**src/rtl/jsu_pkg.sv**
```systemverilog
// package: payload types, character codes and utf-8 constants for the json string unescape unit
`timescale 1ns / 1ps

package jsu_pkg;

  typedef struct packed {
    logic [7:0] in_byte;
    logic       is_final;
  } in_req_t;

  typedef struct packed {
    logic [7:0] out_byte;
    logic       byte_valid;
    logic       end_of_string;
  } out_req_t;

  // decoded bytes caused by one input request
  typedef struct packed {
    logic [2:0][7:0] bytes;
    logic [1:0]      cnt;
    logic            marker;
    logic            eos;
  } grp_t;

  localparam logic [7:0] CH_QUOTE  = 8'h22;
  localparam logic [7:0] CH_BSLASH = 8'h5C;
  localparam logic [7:0] CH_SLASH  = 8'h2F;
  localparam logic [7:0] CH_B      = 8'h62;
  localparam logic [7:0] CH_F      = 8'h66;
  localparam logic [7:0] CH_N      = 8'h6E;
  localparam logic [7:0] CH_R      = 8'h72;
  localparam logic [7:0] CH_T      = 8'h74;
  localparam logic [7:0] CH_U      = 8'h75;

  localparam logic [7:0] CC_BS  = 8'h08;
  localparam logic [7:0] CC_FF  = 8'h0C;
  localparam logic [7:0] CC_LF  = 8'h0A;
  localparam logic [7:0] CC_CR  = 8'h0D;
  localparam logic [7:0] CC_TAB = 8'h09;

  localparam logic [7:0]  UTF8_LEAD2 = 8'hC0;
  localparam logic [7:0]  UTF8_LEAD3 = 8'hE0;
  localparam logic [7:0]  UTF8_CONT  = 8'h80;
  localparam logic [7:0]  UTF8_MASK  = 8'h3F;
  localparam logic [15:0] CP_ONE_MAX = 16'h0080;
  localparam logic [15:0] CP_TWO_MAX = 16'h0800;

endpackage

```
**src/rtl/jsu_decode.sv**
```systemverilog
// decoder: escape state and per-request byte group generation
`timescale 1ns / 1ps

module jsu_decode import jsu_pkg::*; (
  input  logic    clk,
  input  logic    rst_n,
  input  logic    in_fire,
  input  in_req_t in_data,
  output grp_t    grp
);

  typedef enum logic [1:0] {
    MODE_NORMAL = 2'd0,
    MODE_ESCAPE = 2'd1,
    MODE_HEX    = 2'd2,
    MODE_HALTED = 2'd3
  } mode_t;

  mode_t       mode_r, mode_nxt;
  logic [1:0]  hex_cnt_r, hex_cnt_nxt;
  logic [15:0] acc_r, acc_nxt;

  logic [7:0]  c;
  logic [3:0]  nib;
  logic        hex_ok;
  logic [15:0] cp;

  assign c  = in_data.in_byte;
  assign cp = {acc_r[11:0], nib};

  always_comb begin
    hex_ok = 1'b1;
    nib    = 4'd0;
    if (c inside {[8'h30:8'h39]}) begin
      nib = c[3:0];
    end else if (c inside {[8'h61:8'h66], [8'h41:8'h46]}) begin
      nib = c[3:0] + 4'd9;
    end else begin
      hex_ok = 1'b0;
    end
  end

  always_comb begin
    grp         = '0;
    mode_nxt    = mode_r;
    hex_cnt_nxt = hex_cnt_r;
    acc_nxt     = acc_r;
    case (mode_r)
      MODE_NORMAL: begin
        if (c == CH_BSLASH) begin
          mode_nxt = MODE_ESCAPE;
        end else begin
          grp.bytes[0] = c;
          grp.cnt      = 2'd1;
        end
      end
      MODE_ESCAPE: begin
        if (c == CH_U) begin
          mode_nxt    = MODE_HEX;
          hex_cnt_nxt = 2'd0;
          acc_nxt     = 16'd0;
        end else begin
          mode_nxt = MODE_NORMAL;
          grp.cnt  = 2'd1;
          case (c)
            CH_QUOTE:  grp.bytes[0] = CH_QUOTE;
            CH_BSLASH: grp.bytes[0] = CH_BSLASH;
            CH_SLASH:  grp.bytes[0] = CH_SLASH;
            CH_B:      grp.bytes[0] = CC_BS;
            CH_F:      grp.bytes[0] = CC_FF;
            CH_N:      grp.bytes[0] = CC_LF;
            CH_R:      grp.bytes[0] = CC_CR;
            CH_T:      grp.bytes[0] = CC_TAB;
            default: begin
              grp.bytes[0] = CH_BSLASH;
              grp.bytes[1] = c;
              grp.cnt      = 2'd2;
            end
          endcase
        end
      end
      MODE_HEX: begin
        if (!hex_ok) begin
          mode_nxt = MODE_HALTED;
        end else if (hex_cnt_r == 2'd3) begin
          if (cp < CP_ONE_MAX) begin
            grp.bytes[0] = cp[7:0];
            grp.cnt      = 2'd1;
          end else if (cp < CP_TWO_MAX) begin
            grp.bytes[0] = UTF8_LEAD2 | {3'd0, cp[10:6]};
            grp.bytes[1] = UTF8_CONT | ({2'd0, cp[5:0]} & UTF8_MASK);
            grp.cnt      = 2'd2;
          end else begin
            grp.bytes[0] = UTF8_LEAD3 | {4'd0, cp[15:12]};
            grp.bytes[1] = UTF8_CONT | ({2'd0, cp[11:6]} & UTF8_MASK);
            grp.bytes[2] = UTF8_CONT | ({2'd0, cp[5:0]} & UTF8_MASK);
            grp.cnt      = 2'd3;
          end
          mode_nxt    = MODE_NORMAL;
          hex_cnt_nxt = 2'd0;
          acc_nxt     = 16'd0;
        end else begin
          acc_nxt     = cp;
          hex_cnt_nxt = hex_cnt_r + 2'd1;
        end
      end
      MODE_HALTED: begin
        mode_nxt = MODE_HALTED;
      end
      default: begin
        mode_nxt = MODE_NORMAL;
      end
    endcase

    if (in_data.is_final) begin
      if (grp.cnt == 2'd0) begin
        grp.cnt    = 2'd1;
        grp.marker = 1'b1;
      end
      grp.eos     = 1'b1;
      mode_nxt    = MODE_NORMAL;
      hex_cnt_nxt = 2'd0;
      acc_nxt     = 16'd0;
    end
  end

  always_ff @(posedge clk) begin
    if (!rst_n) begin
      mode_r    <= MODE_NORMAL;
      hex_cnt_r <= 2'd0;
      acc_r     <= 16'd0;
    end else if (in_fire) begin
      mode_r    <= mode_nxt;
      hex_cnt_r <= hex_cnt_nxt;
      acc_r     <= acc_nxt;
    end
  end

endmodule

```
**src/rtl/jsu_emit.sv**
```systemverilog
// result register: holds one byte group and sends it out one byte per request
`timescale 1ns / 1ps

module jsu_emit import jsu_pkg::*; (
  input  logic     clk,
  input  logic     rst_n,
  input  logic     load,
  input  grp_t     grp,
  output logic     can_load,
  output logic     out_valid,
  input  logic     out_ready,
  output out_req_t out_data
);

  grp_t       grp_r;
  logic       full_r, full_nxt;
  logic [1:0] idx_r, idx_nxt;
  logic       at_last;
  logic       out_fire;

  assign at_last   = (idx_r == grp_r.cnt - 2'd1);
  assign out_fire  = out_valid && out_ready;
  assign out_valid = full_r;
  assign can_load  = !full_r || (out_ready && at_last);

  always_comb begin
    case (idx_r)
      2'd0:    out_data.out_byte = grp_r.bytes[0];
      2'd1:    out_data.out_byte = grp_r.bytes[1];
      2'd2:    out_data.out_byte = grp_r.bytes[2];
      default: out_data.out_byte = 8'd0;
    endcase
    out_data.byte_valid    = !grp_r.marker;
    out_data.end_of_string = grp_r.eos && at_last;
  end

  always_comb begin
    full_nxt = full_r;
    idx_nxt  = idx_r;
    if (out_fire) begin
      if (at_last) begin
        full_nxt = 1'b0;
      end else begin
        idx_nxt = idx_r + 2'd1;
      end
    end
    if (load) begin
      full_nxt = 1'b1;
      idx_nxt  = 2'd0;
    end
  end

  always_ff @(posedge clk) begin
    if (!rst_n) begin
      full_r <= 1'b0;
      idx_r  <= 2'd0;
    end else begin
      full_r <= full_nxt;
      idx_r  <= idx_nxt;
    end
  end

  always_ff @(posedge clk) begin
    if (load) begin
      grp_r <= grp;
    end
  end

endmodule

```
**src/rtl/json_string_unescape_unit.sv**
```systemverilog
// top level: json string interior unescape with utf-8 output of \u escapes
//
//   channel  dir  handshake             payload
//   in_      in   in_valid / in_ready   in_req_t  (in_byte, is_final)
//   out_     out  out_valid / out_ready out_req_t (out_byte, byte_valid, end_of_string)
//
// a request is decoded in the cycle it is accepted and its bytes land in the result register
// one request per cycle while each yields at most one byte and out_ready is high; a request that
// yields several bytes holds the input until its last byte is sent on the single-byte output port
// out_ready low with a byte group pending holds in_ready low
// synchronous reset returns the escape state to plain text and empties the result register
`timescale 1ns / 1ps

module json_string_unescape_unit import jsu_pkg::*; (
  input  logic     clk,
  input  logic     rst_n,
  input  logic     in_valid,
  output logic     in_ready,
  input  in_req_t  in_data,
  output logic     out_valid,
  input  logic     out_ready,
  output out_req_t out_data
);

  grp_t grp;
  logic in_fire;
  logic can_load;

  assign in_ready = can_load;
  assign in_fire  = in_valid && in_ready;

  jsu_decode u_decode (
    .clk     (clk),
    .rst_n   (rst_n),
    .in_fire (in_fire),
    .in_data (in_data),
    .grp     (grp)
  );

  jsu_emit u_emit (
    .clk       (clk),
    .rst_n     (rst_n),
    .load      (in_fire && (grp.cnt != 2'd0)),
    .grp       (grp),
    .can_load  (can_load),
    .out_valid (out_valid),
    .out_ready (out_ready),
    .out_data  (out_data)
  );

endmodule

```
**config.mk**
```make
export PLATFORM = sky130hd
export DESIGN_NAME = json_string_unescape_unit
export DESIGN_NICKNAME = d
export VERILOG_FILES = /design/src/rtl/jsu_pkg.sv /design/src/rtl/jsu_decode.sv /design/src/rtl/jsu_emit.sv /design/src/rtl/json_string_unescape_unit.sv
export SDC_FILE = /design/constraint.sdc
export NUM_CORES = 1
export LEC_CHECK = 0
export BUFFER_PORTS_ARGS = -buffer_cell sky130_fd_sc_hd__buf_2
export CORE_ASPECT_RATIO = 0.6
export CORE_UTILIZATION = 40
export CTS_BUF_LIST = sky130_fd_sc_hd__clkbuf_8
export DETAILED_ROUTE_END_ITERATION = 7
export PLACE_DENSITY = 0.57
export SYNTH_ARGS = -nofsm -noshare
export SYNTH_HDL_FRONTEND = slang
export SYNTH_SLANG_ARGS = --single-unit
```
**constraint.sdc**
```tcl
create_clock -name clk -period 11.3 [get_ports clk]
set_input_delay 1.695 -clock clk [delete_from_list [all_inputs] [get_ports clk]]
set_output_delay 1.695 -clock clk [all_outputs]
set_load 0.05 [all_outputs]
```
Yosys cells after proc, flatten, opt, wreduce, memory -nomap -nowiden
Index checks and enable logic that the tools add are counted.
Storage, ports and cells
  word-level logic and storage cells: 115
  memory bits (read-only): 0
  input bits: 13
  output and inout bits: 12
  register bits: 47
  latch bits: 0
  RAM bits: 0
  memories kept: 0
Cells by class
  add/sub/neg operators: 4
  bitwise logic cells: 5
  multipliers: 0
  div/mod/pow operators: 0
  shift operators: 0
  reduce and logical (&&, ||, !) cells: 27
  $lt $le $gt $ge: 8
  multiplexer cells: 39
  eq/ne operators: 20
Operator list (count)
  equality test 8 x 7 -> 1 bit, second input constant: 7
  two-way mux 18 bit: 3
  one-hot mux 7 bit (7 select lines): 1
  two-way mux 12 bit: 4
  one-hot mux 10 bit (3 select lines): 1
  two-way mux 8 bit: 3
  one-hot mux 12 bit (2 select lines): 1
  one-hot mux 8 bit (3 select lines): 1
  two-way mux 10 bit: 2
  two-way mux 2 bit: 10
  equality test 8 x 6 -> 1 bit, second input constant: 2
  >= comparator 8 x 7 -> 1 bit, second input constant: 2
  less-or-equal comparator 8 x 7 -> 1 bit, second input constant: 2
  less-than comparator 16 x 12 -> 1 bit, second input constant: 1
  less-than comparator 16 x 8 -> 1 bit, second input constant: 1
  two-way mux 16 bit: 1
  one-hot mux 8 bit (2 select lines): 1
  two-way mux 4 bit: 3
  inequality test 3 x 2 -> 1 bit, second input constant: 3
  equality test 2 bit, second input constant: 4
  >= comparator 8 x 6 -> 1 bit, second input constant: 1
  less-or-equal comparator 8 x 6 -> 1 bit, second input constant: 1
  logical AND 1 bit: 8
  one-hot mux 2 bit (4 select lines): 1
  22 further kinds: 39

Depth between registers and ports, before layout
Gate-level depths: netlist of the first run.
  depth after elaboration: 18
  gate-level depth with buffers: 9
  depth with buffers taken out: 8

Hierarchy
A second synthesis of the first run with hierarchy kept.
Second synthesis, totals
  cells, all modules: 326
  area total of the unflattened synthesis: 2954.1 sq um
Modules (own cells, without submodules)
  jsu_decode: cells an instance 248, times used 1, area each 1735.4 sq um, seq. area each 320.3 sq um
  jsu_emit: cells an instance 76, times used 1, area each 1202.4 sq um, seq. area each 900.9 sq um
  json_string_unescape_unit: cells an instance 2, times used 1, area each 16.3 sq um, seq. area each 0.0 sq um

Least setup slack after synthesis of the first run
OpenSTA, ideal clock, no wires.
  path kind: input to register
  start: in in_data[2] in the netlist's numbering
  end: reg u_emit.grp_r[0] in the netlist's numbering (enable)
  buffers on the path: 0
  stages: 7
  data required time: 10839 ps
  setup time: 461 ps
  data arrival time: 5099 ps
  slack: 5739 ps
  path through: inv_1 -> ha_1 -> nor2_1 -> a2111oi_4 -> a21o_1 -> nand3_1 -> a221oi_1
Between the ends
  longest elaborated chain between the ends: 16
  elaborated cells on any way between the ends: 40
  classes of those cells: add/sub (1); order compare (8); eq/ne (9); mux (14); reduce/logical (8)
Ends and longest elaborated chain
  start: declaration: line json_string_unescape_unit.sv:19  | input in_req_t in_data,
  >= comparator 8 x 7 -> 1 bit / less-or-equal comparator 8 x 7 -> 1 bit (equally long branches): line jsu_decode.sv:36  | end else if (c inside {[8'h61:8'h66], [8'h41:8'h46]}) begin
  logical AND 1 bit: line jsu_decode.sv:36
  nonzero test 2 bit: line jsu_decode.sv:36
  two-way mux 4 bit: line jsu_decode.sv:36
  two-way mux 4 bit: line jsu_decode.sv:34  | if (c inside {[8'h30:8'h39]}) begin
  less-than comparator 16 x 12 -> 1 bit: line jsu_decode.sv:89  | end else if (cp < CP_TWO_MAX) begin
  two-way mux 16 bit: line jsu_decode.sv:89
  two-way mux 10 bit: line jsu_decode.sv:86  | if (cp < CP_ONE_MAX) begin
  two-way mux 18 bit: line jsu_decode.sv:85  | end else if (hex_cnt_r == 2'd3) begin
  two-way mux 18 bit: line jsu_decode.sv:83  | if (!hex_ok) begin
  one-hot mux 10 bit (3 select lines) (*): line jsu_decode.sv:48  | case (mode_r)
  zero test 2 bit: line jsu_decode.sv:116  | if (grp.cnt == 2'd0) begin
  two-way mux 3 bit: line jsu_decode.sv:116
  two-way mux 4 bit (*): line jsu_decode.sv:115  | if (in_data.is_final) begin
  nonzero test 2 bit (*): line json_string_unescape_unit.sv:43  | .load (in_fire && (grp.cnt != 2'd0)),
  logical AND 1 bit (*): line json_string_unescape_unit.sv:43
  end signal: assignment: line jsu_emit.sv:65  | grp_r <= grp;
  end: declaration: line jsu_emit.sv:15  | grp_t grp_r;
Mark *: on every way between the ends. The rest lies on a longest branch, timed or not.
A chain may end at the register's enable or synchronous reset.

Worst setup path after layout of the first run
  start: in in_data[2] in the netlist's numbering
  end: reg u_emit.grp_r[23] in the netlist's numbering, data pin
Between the ends
  longest elaborated chain between the ends: 7
  elaborated cells on any way between the ends: 19
  classes of those cells: add/sub (1); order compare (8); mux (4); bitwise (1); reduce/logical (5)
Ends and longest elaborated chain (line)
  >= comparator 8 x 7 -> 1 bit / less-or-equal comparator 8 x 7 -> 1 bit (equally long branches): jsu_decode.sv:36
  logical AND 1 bit: jsu_decode.sv:36
  nonzero test 2 bit: jsu_decode.sv:36
  two-way mux 4 bit / two-way mux 1 bit (equally long branches): jsu_decode.sv:36
  two-way mux 4 bit / two-way mux 1 bit (equally long branches): jsu_decode.sv:34
  less-than comparator 16 x 12 -> 1 bit (tied with other cells): jsu_decode.sv:89
  OR reduction 5 bit (no line)
Parallel ways exist; a longest one is shown, timed or not.

==> reports/results.txt, run 1 <==
Arrival @ worst endpoint: 4220 ps
skew final: 5.28 ps
Post-CTS Resized: 0
core box area: 6910 um^2
Layout area overhead: 9.21%
met2 routed wirelength: 3190 um
CP required: 11,380 ps
CTS Hold Buffers Added: 0
EDFF count, synth: 27
unrepaired setup endpoints after global routing: false
vias in the first global route: 2,295
Hold WS: 494 ps
sw frac: 31.5%
mean post-synth cell area: 9.25 um^2
Syn Inst Count: 320
CTS clk-pin slew, worst paths: 90 ps
yosys synthesis warning count: 0
uppermost layer routed: met4
Vias per Instance: 6.29
dpl cell area: 3140 um^2
Core Rows: 23
static leakage: 0.00119 uW
Die Height: 68.6 um
post-layout util: 46.8%
drt wl/cell: 19.3 um
number of I/O pins: 25
WL final: 8220 um
nets@finish: 365
storage element area: 1190 um^2
Synth Flop Type: edfxtp_1
clock insertion delay at the later pin of the skew report: 300 ps
GRT overflow: 0
synthesized cell area: 2960 um^2
Post-synth ARST share: 0%
P_sw: 116 uW
Initial DRC Count: 362
DRT antenna net count: 0
CP Capture Type: flop
first-pass GRT wire length: 12,800 um
post-route minimum period: 4140 ps
fin crit share: 36.6%
Worst Path Class, Setup: in -> reg
Unique masters post-synth: 61
syn_nets: 347
largest net degree at the start of global routing: 30
CP Launch Type: input port
CP Max Fanout: 12
power consumption: 368 uW
part of the Yosys area used for sequential elements: 40.2%
Setup Buffers After CTS: 0
First-pass DRT Iterations: 5
Comb power frac: 19.5%
count of pins over their slew limit: 0
slowest cell on the critical path: nor2_1
final setup fails: 0
design area: 3230 um^2
Slew Limit Headroom: 40.3%
fillers: 683
Hold Path Class: reg -> reg
clk root buf: clkbuf_8
Most common cell on crit path: nor2_1
Pint: 252 uW
worst vdd ir: 0.0455 mV
initial core utilization: 42.9%
Slew @ Worst Pin: 888 ps
Pwr Density: 114 nW/um^2
fraction of layout cells with a size suffix above 1: 12.4%
ant diodes: 0
routability congestion estimate: 0.926
Max Root-Sink Buffers: 2
status: finished clean
Hold Fails Final Rpt: 0
initial antenna violation count: 0
count of clock tree sinks: 46
cts bufs inserted: 5
Cell Chain, Critical Path: buf_2 -> inv_1 -> ha_1 -> nor2_1 -> a2111oi_4 -> a21oi_4 -> nor2_1 -> nand2_1 -> nor3_1
FF+latch count, synth: 46
die area: 7760 um^2
Via Count: 2,681
M1 WL: 4100 um
metal3 WL: 859 um
crit-path max cell delay: 590 ps
CTS tree: yes
Residual DRC: 0
Multi-input gate area: 1650 um^2
HPWL Detailed: 6190 um
Clock power frac: 28.4%
GRT Overall Usage: 22.1%
htree depth: 2
Seq pwr share: 52.1%
Fmax achieved: 242 MHz
number of port buffers: 24
setup tns final: 0 ps
number of max-cap violations: 0
Die X: 113 um
[cells in the final DEF, fill, tap and decap left out, types with 3 or more instances in the layout]
cell type,synthesis,routed
a211oi_1,3,3
a21o_1,3,3
a21oi_1,23,23
a222oi_1,7,7
a22oi_1,8,8
a31oi_1,4,4
and2_1,11,11
and3_1,5,5
buf_2,2,24
clkbuf_8,0,5
dfxtp_1,19,19
edfxtp_1,27,27
ha_1,14,14
inv_1,15,15
mux2i_1,10,10
nand2_1,18,18
nand2b_1,9,9
nand3_1,12,12
nand4_1,4,4
nand4b_1,3,3
nor2_1,38,38
nor2b_1,3,3
nor3_1,8,8
nor4_1,4,4
o21ai_0,8,8
o221ai_1,4,4
o22ai_1,6,6
[cells by family (layout without fill, tap and decap cells)]
kind of cell,after synthesis,after routing,share of synthesized area [%]
XOR/XNOR,1,1,0.296
buffers and inverters,31,50,4.78
adder cells (fa/ha/maj),14,14,5.92
AO/OA/AOI/OAI,88,88,22.1
multiplexers,11,11,3.76
flip-flops,46,46,40.2
AND/OR/NAND/NOR,129,129,22.9
[registers in the layout, summed over array words and instances, names as in the netlist]
register	count
u_decode.hex_cnt_r	2
u_decode.mode_r	2
u_emit.grp_r	27
u_emit.idx_r	2
u_decode.acc_r	12
u_emit.out_valid	1
[cell usage after synthesis, types with 6 or more instances]
cell,count,area share [%]
a21oi_1,23,3.9
dfxtp_1,19,13
nor3_1,8,1.4
o21ai_0,8,1.4
clkbuf_1,9,1.1
inv_1,15,1.9
nand3_1,12,2.0
nand2b_1,9,1.9
a22oi_1,8,2.0
and2_1,11,2.3
mux2i_1,10,3.4
o22ai_1,6,1.3
ha_1,14,5.9
edfxtp_1,27,27
nor2_1,38,4.8
a222oi_1,7,2.4
nand2_1,18,2.3
[area by class of cell]
| type | count | share of cell area (%) |
|---|---|---|
| multi-input cells | 243 | 50.9 |
| clock buffers | 5 | 2.13 |
| flip-flops and latches | 46 | 36.8 |
| clock inverters | 3 | 0.735 |
| repair buffers | 26 | 4.18 |
| well taps | 87 | 3.37 |
| inverters | 16 | 1.86 |
[path summary, 6_finish.rpt]
| kind | from | endpoint | slack [ps] | depth (start not counted) |
|---|---|---|---|---|
| setup / recovery | in_data[2] | u_emit.grp_r[23]$_SDFFCE_PP0P_ | 7160 | 9 |
| hold / removal | u_decode.hex_cnt_r[1]$_SDFFE_PN0P_ | u_decode.hex_cnt_r[1]$_SDFFE_PN0P_ | 490 | 2 |
| setup reg to reg | u_emit.idx_r[0]$_SDFFE_PP0P_ | u_decode.acc_r[7]$_SDFFE_PN0P_ | 8740 | 7 |
| hold reg to reg | u_decode.hex_cnt_r[1]$_SDFFE_PN0P_ | u_decode.hex_cnt_r[1]$_SDFFE_PN0P_ | 490 | 2 |
[stage by stage]
stage	worst slack, ps	instances
detailed placement	6950	418
global placement	6950	418
finish	7160	426
floorplan	5740	320
global route	6970	426
CTS	7270	426
[power groups by stage]
stage | logic [uW] | clock network (uW) | registers (uW)
floorplan | 50.0 | 0 | 196
global placement | 70.9 | 0 | 196
detailed placement | 70.7 | 0 | 196
CTS | 71.0 | 108 | 192
global route | 76.5 | 114 | 193
finish | 71.7 | 105 | 192
[critical path: cells and delay by family]
| family | cells | cell delay (ps) |
|---|---|---|
| AND/OR/NAND/NOR | 4 | 1300 |
| AO/OA/AOI/OAI | 2 | 740 |
| buffers and inverters | 2 | 290 |
| adder cells (fa/ha/maj) | 1 | 200 |
[routing by layer]
layer	up-vias	GRT usage (%)
met5	-	0
met3	11	6.64
met1	1284	32.4
li1	1252	-
met4	0	4.28
met2	134	31.9
Power figures use the tool's default switching activity.
==> inputs of run 2 (changes only) <==
clock period = 4 ns   (was 11.3 ns; I/O delays follow)
==> run 2 against run 1 <==
  * Die area unchanged
  * Sequential share of layout area shrank 0.28 points
  * Clock skew rose by 1.1 ps
  * Final area increased by 0.77%
  * Routed wire length decreased by 1.1%
  * Via count is 1.3% lower
  * Sequential cell count unchanged
  * Combinational power grew to 2.8 times the previous value
  * Critical path depth stayed put
  * Global-route usage rose by 0.33 points
  * Register-to-register slack worse by 7200 ps
  * Largest cell class unchanged
==> reports/results.txt, run 2 (same netlist as run 1, synthesis figures left out) <==
status: finished clean
First-pass DRT Iterations: 6 (+1)
Via Count: 2,645 (-1.3%)
clk root buf: clkbuf_8
CP Max Fanout: 12 (unchanged)
worst vdd ir: 0.130 mV (+190%)
slowest cell on the critical path: nor2_1
Slew @ Worst Pin: 843 ps (-45.0 ps)
Setup Buffers After CTS: 0 (unchanged)
final setup fails: 0 (unchanged)
cts bufs inserted: 5 (unchanged)
static leakage: 0.00121 uW (+1.7%)
fraction of layout cells with a size suffix above 1: 12.4% (-0.036 points)
count of pins over their slew limit: 0 (unchanged)
Residual DRC: 0 (unchanged)
GRT overflow: 0 (unchanged)
CTS clk-pin slew, worst paths: 90 ps (about the same)
CTS tree: yes
r2r worst-path depth: 6 (-1)
routability congestion estimate: 0.901 (-2.7%)
Largest Register: u_emit.grp_r
DRT antenna net count: 0 (unchanged)
max reg flops: 27 (unchanged)
Die X: 113 um (unchanged)
crit-path max cell delay: 570 ps (-20 ps)
Most common cell on crit path: nor2_1
worst r2r src: u_decode.acc_r[8]$_SDFFE_PN0P_
die area: 7760 um^2 (unchanged)
M1 WL: 4260 um (+3.9%)
GRT Overall Usage: 22.4% (+0.33 points)
CP Launch Type: input port
CP required: 4100 ps (-7280 ps)
ant diodes: 0 (unchanged)
htree depth: 2 (unchanged)
Layout area overhead: 10.1%
Hold Fails Final Rpt: 0 (unchanged)
WL final: 8130 um (-1.1%)
number of port buffers: 24 (unchanged)
CP Capture Type: flop
Core Rows: 23 (unchanged)
initial antenna violation count: 0 (unchanged)
largest net degree at the start of global routing: 30 (unchanged)
Vias per Instance: 6.19 (-1.6%)
design area: 3260 um^2 (+0.77%)
nets@finish: 366 (+0.27%)
first-pass GRT wire length: 13,100 um (+1.9%)
Initial DRC Count: 439 (+21%)
leading cell type in the layout, fill and taps excluded: nor2_1
Fmax achieved: 344 MHz
Hold WS: 480 ps (-13.1 ps)
Post-CTS Resized: 0 (unchanged)
Worst Path Class, Setup: in -> reg
number of max-cap violations: 0 (unchanged)
uppermost layer routed: met4
core box area: 6910 um^2 (unchanged)
initial core utilization: 42.9% (unchanged)
Slew Limit Headroom: 43.3% (+3.0 points)
worst setup path end: u_emit.grp_r[23]$_SDFFCE_PP0P_
Pwr Density: 334 nW/um^2 (+190%)
Largest regs: u_emit.grp_r: 27 flops, u_decode.acc_r: 12 flops
CTS Hold Buffers Added: 0 (unchanged)
commonest non-fill, non-tap cells in the layout: nor2_1, edfxtp_1, buf_2, a21oi_1, dfxtp_1
Hold Path Class: reg -> reg
CP startpoint: in_data[2]
HPWL Detailed: 6060 um (-2.1%)
worst reg2reg path endpoint: u_emit.grp_r[2]$_DFFE_PP_
setup tns final: 0 ps (unchanged)
drt wl/cell: 19.0 um (-1.4%)
Arrival @ worst endpoint: 3010 ps (-1210 ps)
count of clock tree sinks: 46 (unchanged)
vias in the first global route: 2,331 (+1.6%)
Hold Crit Depth: 2 (unchanged)
fin crit share: 72.7%
met2 routed wirelength: 3100 um (-2.6%)
skew final: 6.38 ps (+1.09 ps)
dpl cell area: 3150 um^2 (+0.24%)
unrepaired setup endpoints after global routing: false
metal3 WL: 698 um (-19%)
Die Height: 68.6 um (unchanged)
Max Root-Sink Buffers: 2 (unchanged)
Cell Chain, Critical Path: buf_2 -> inv_1 -> ha_1 -> nor2_1 -> a2111oi_4 -> a21oi_4 -> nor2_1 -> nand2_1 -> nor3_1
clock insertion delay at the later pin of the skew report: 300 ps (about the same)
R2R Setup Slk: 1500 ps (-7240 ps)
number of I/O pins: 25 (unchanged)
post-route minimum period: 2910 ps
[run 2: worst max-delay path, delay by kind of cell]
| kind | cells | cell delay, ps |
|---|---|---|
| simple gates | 4 | 1150 |
| buf+inv | 2 | 290 |
| fa+ha+maj | 1 | 210 |
| compound gates | 2 | 750 |
[run 2: report_power, final]
| part | total, uW | switching, uW | leakage [uW] | internal [uW] |
|---|---|---|---|---|
| Sequential | 542 | 11.6 | 0.000419 | 531 |
| Combinational | 203 | 145 | 0.000731 | 58.0 |
| Clock | 344 | 160 | 0.0000556 | 184 |
| Total | 1090 | 317 | 0.00121 | 773 |
[run 2: per-layer routing]
metal | vias up | global-route usage [%]
li1 | 1251 | -
met1 | 1245 | 35.2
met2 | 141 | 31.4
met3 | 8 | 4.20
met4 | 0 | 3.95
met5 | - | 0
[run 2: how the worst min path moves through the flow]
stage                                                  start                                 end  slack (ps)
final                     u_decode.hex_cnt_r[1]$_SDFFE_PN0P_  u_decode.hex_cnt_r[1]$_SDFFE_PN0P_         480
after global routing      u_decode.hex_cnt_r[1]$_SDFFE_PN0P_  u_decode.hex_cnt_r[1]$_SDFFE_PN0P_         510
after CTS                 u_decode.hex_cnt_r[1]$_SDFFE_PN0P_  u_decode.hex_cnt_r[1]$_SDFFE_PN0P_         490
after detailed placement  u_decode.hex_cnt_r[1]$_SDFFE_PN0P_  u_decode.hex_cnt_r[1]$_SDFFE_PN0P_         470
after global placement    u_decode.hex_cnt_r[1]$_SDFFE_PN0P_  u_decode.hex_cnt_r[1]$_SDFFE_PN0P_         460
after floorplan           u_decode.hex_cnt_r[1]$_SDFFE_PN0P_  u_decode.hex_cnt_r[1]$_SDFFE_PN0P_         450
[run 2: area by class of cell]
class | instances | area, um^2
repair buffers | 27 | 143
well taps | 87 | 109
multi-input cells | 243 | 1650
flip-flops and latches | 46 | 1190
clock buffers | 5 | 68.8
clock inverters | 3 | 41.3
fillers | 684 | 3650
inverters | 16 | 60.1
[run 2: through the flow]
stage                     util [%]  std cells  total power [uW]  worst slack, ps
final                         47.2        427              1090             1090
after CTS                     47.2        427              1100             1140
after floorplan                  -        320               694              462
after global routing          47.2        427              1130              926
after detailed placement      45.6        419               754              823
after global placement        45.6        419               754              879
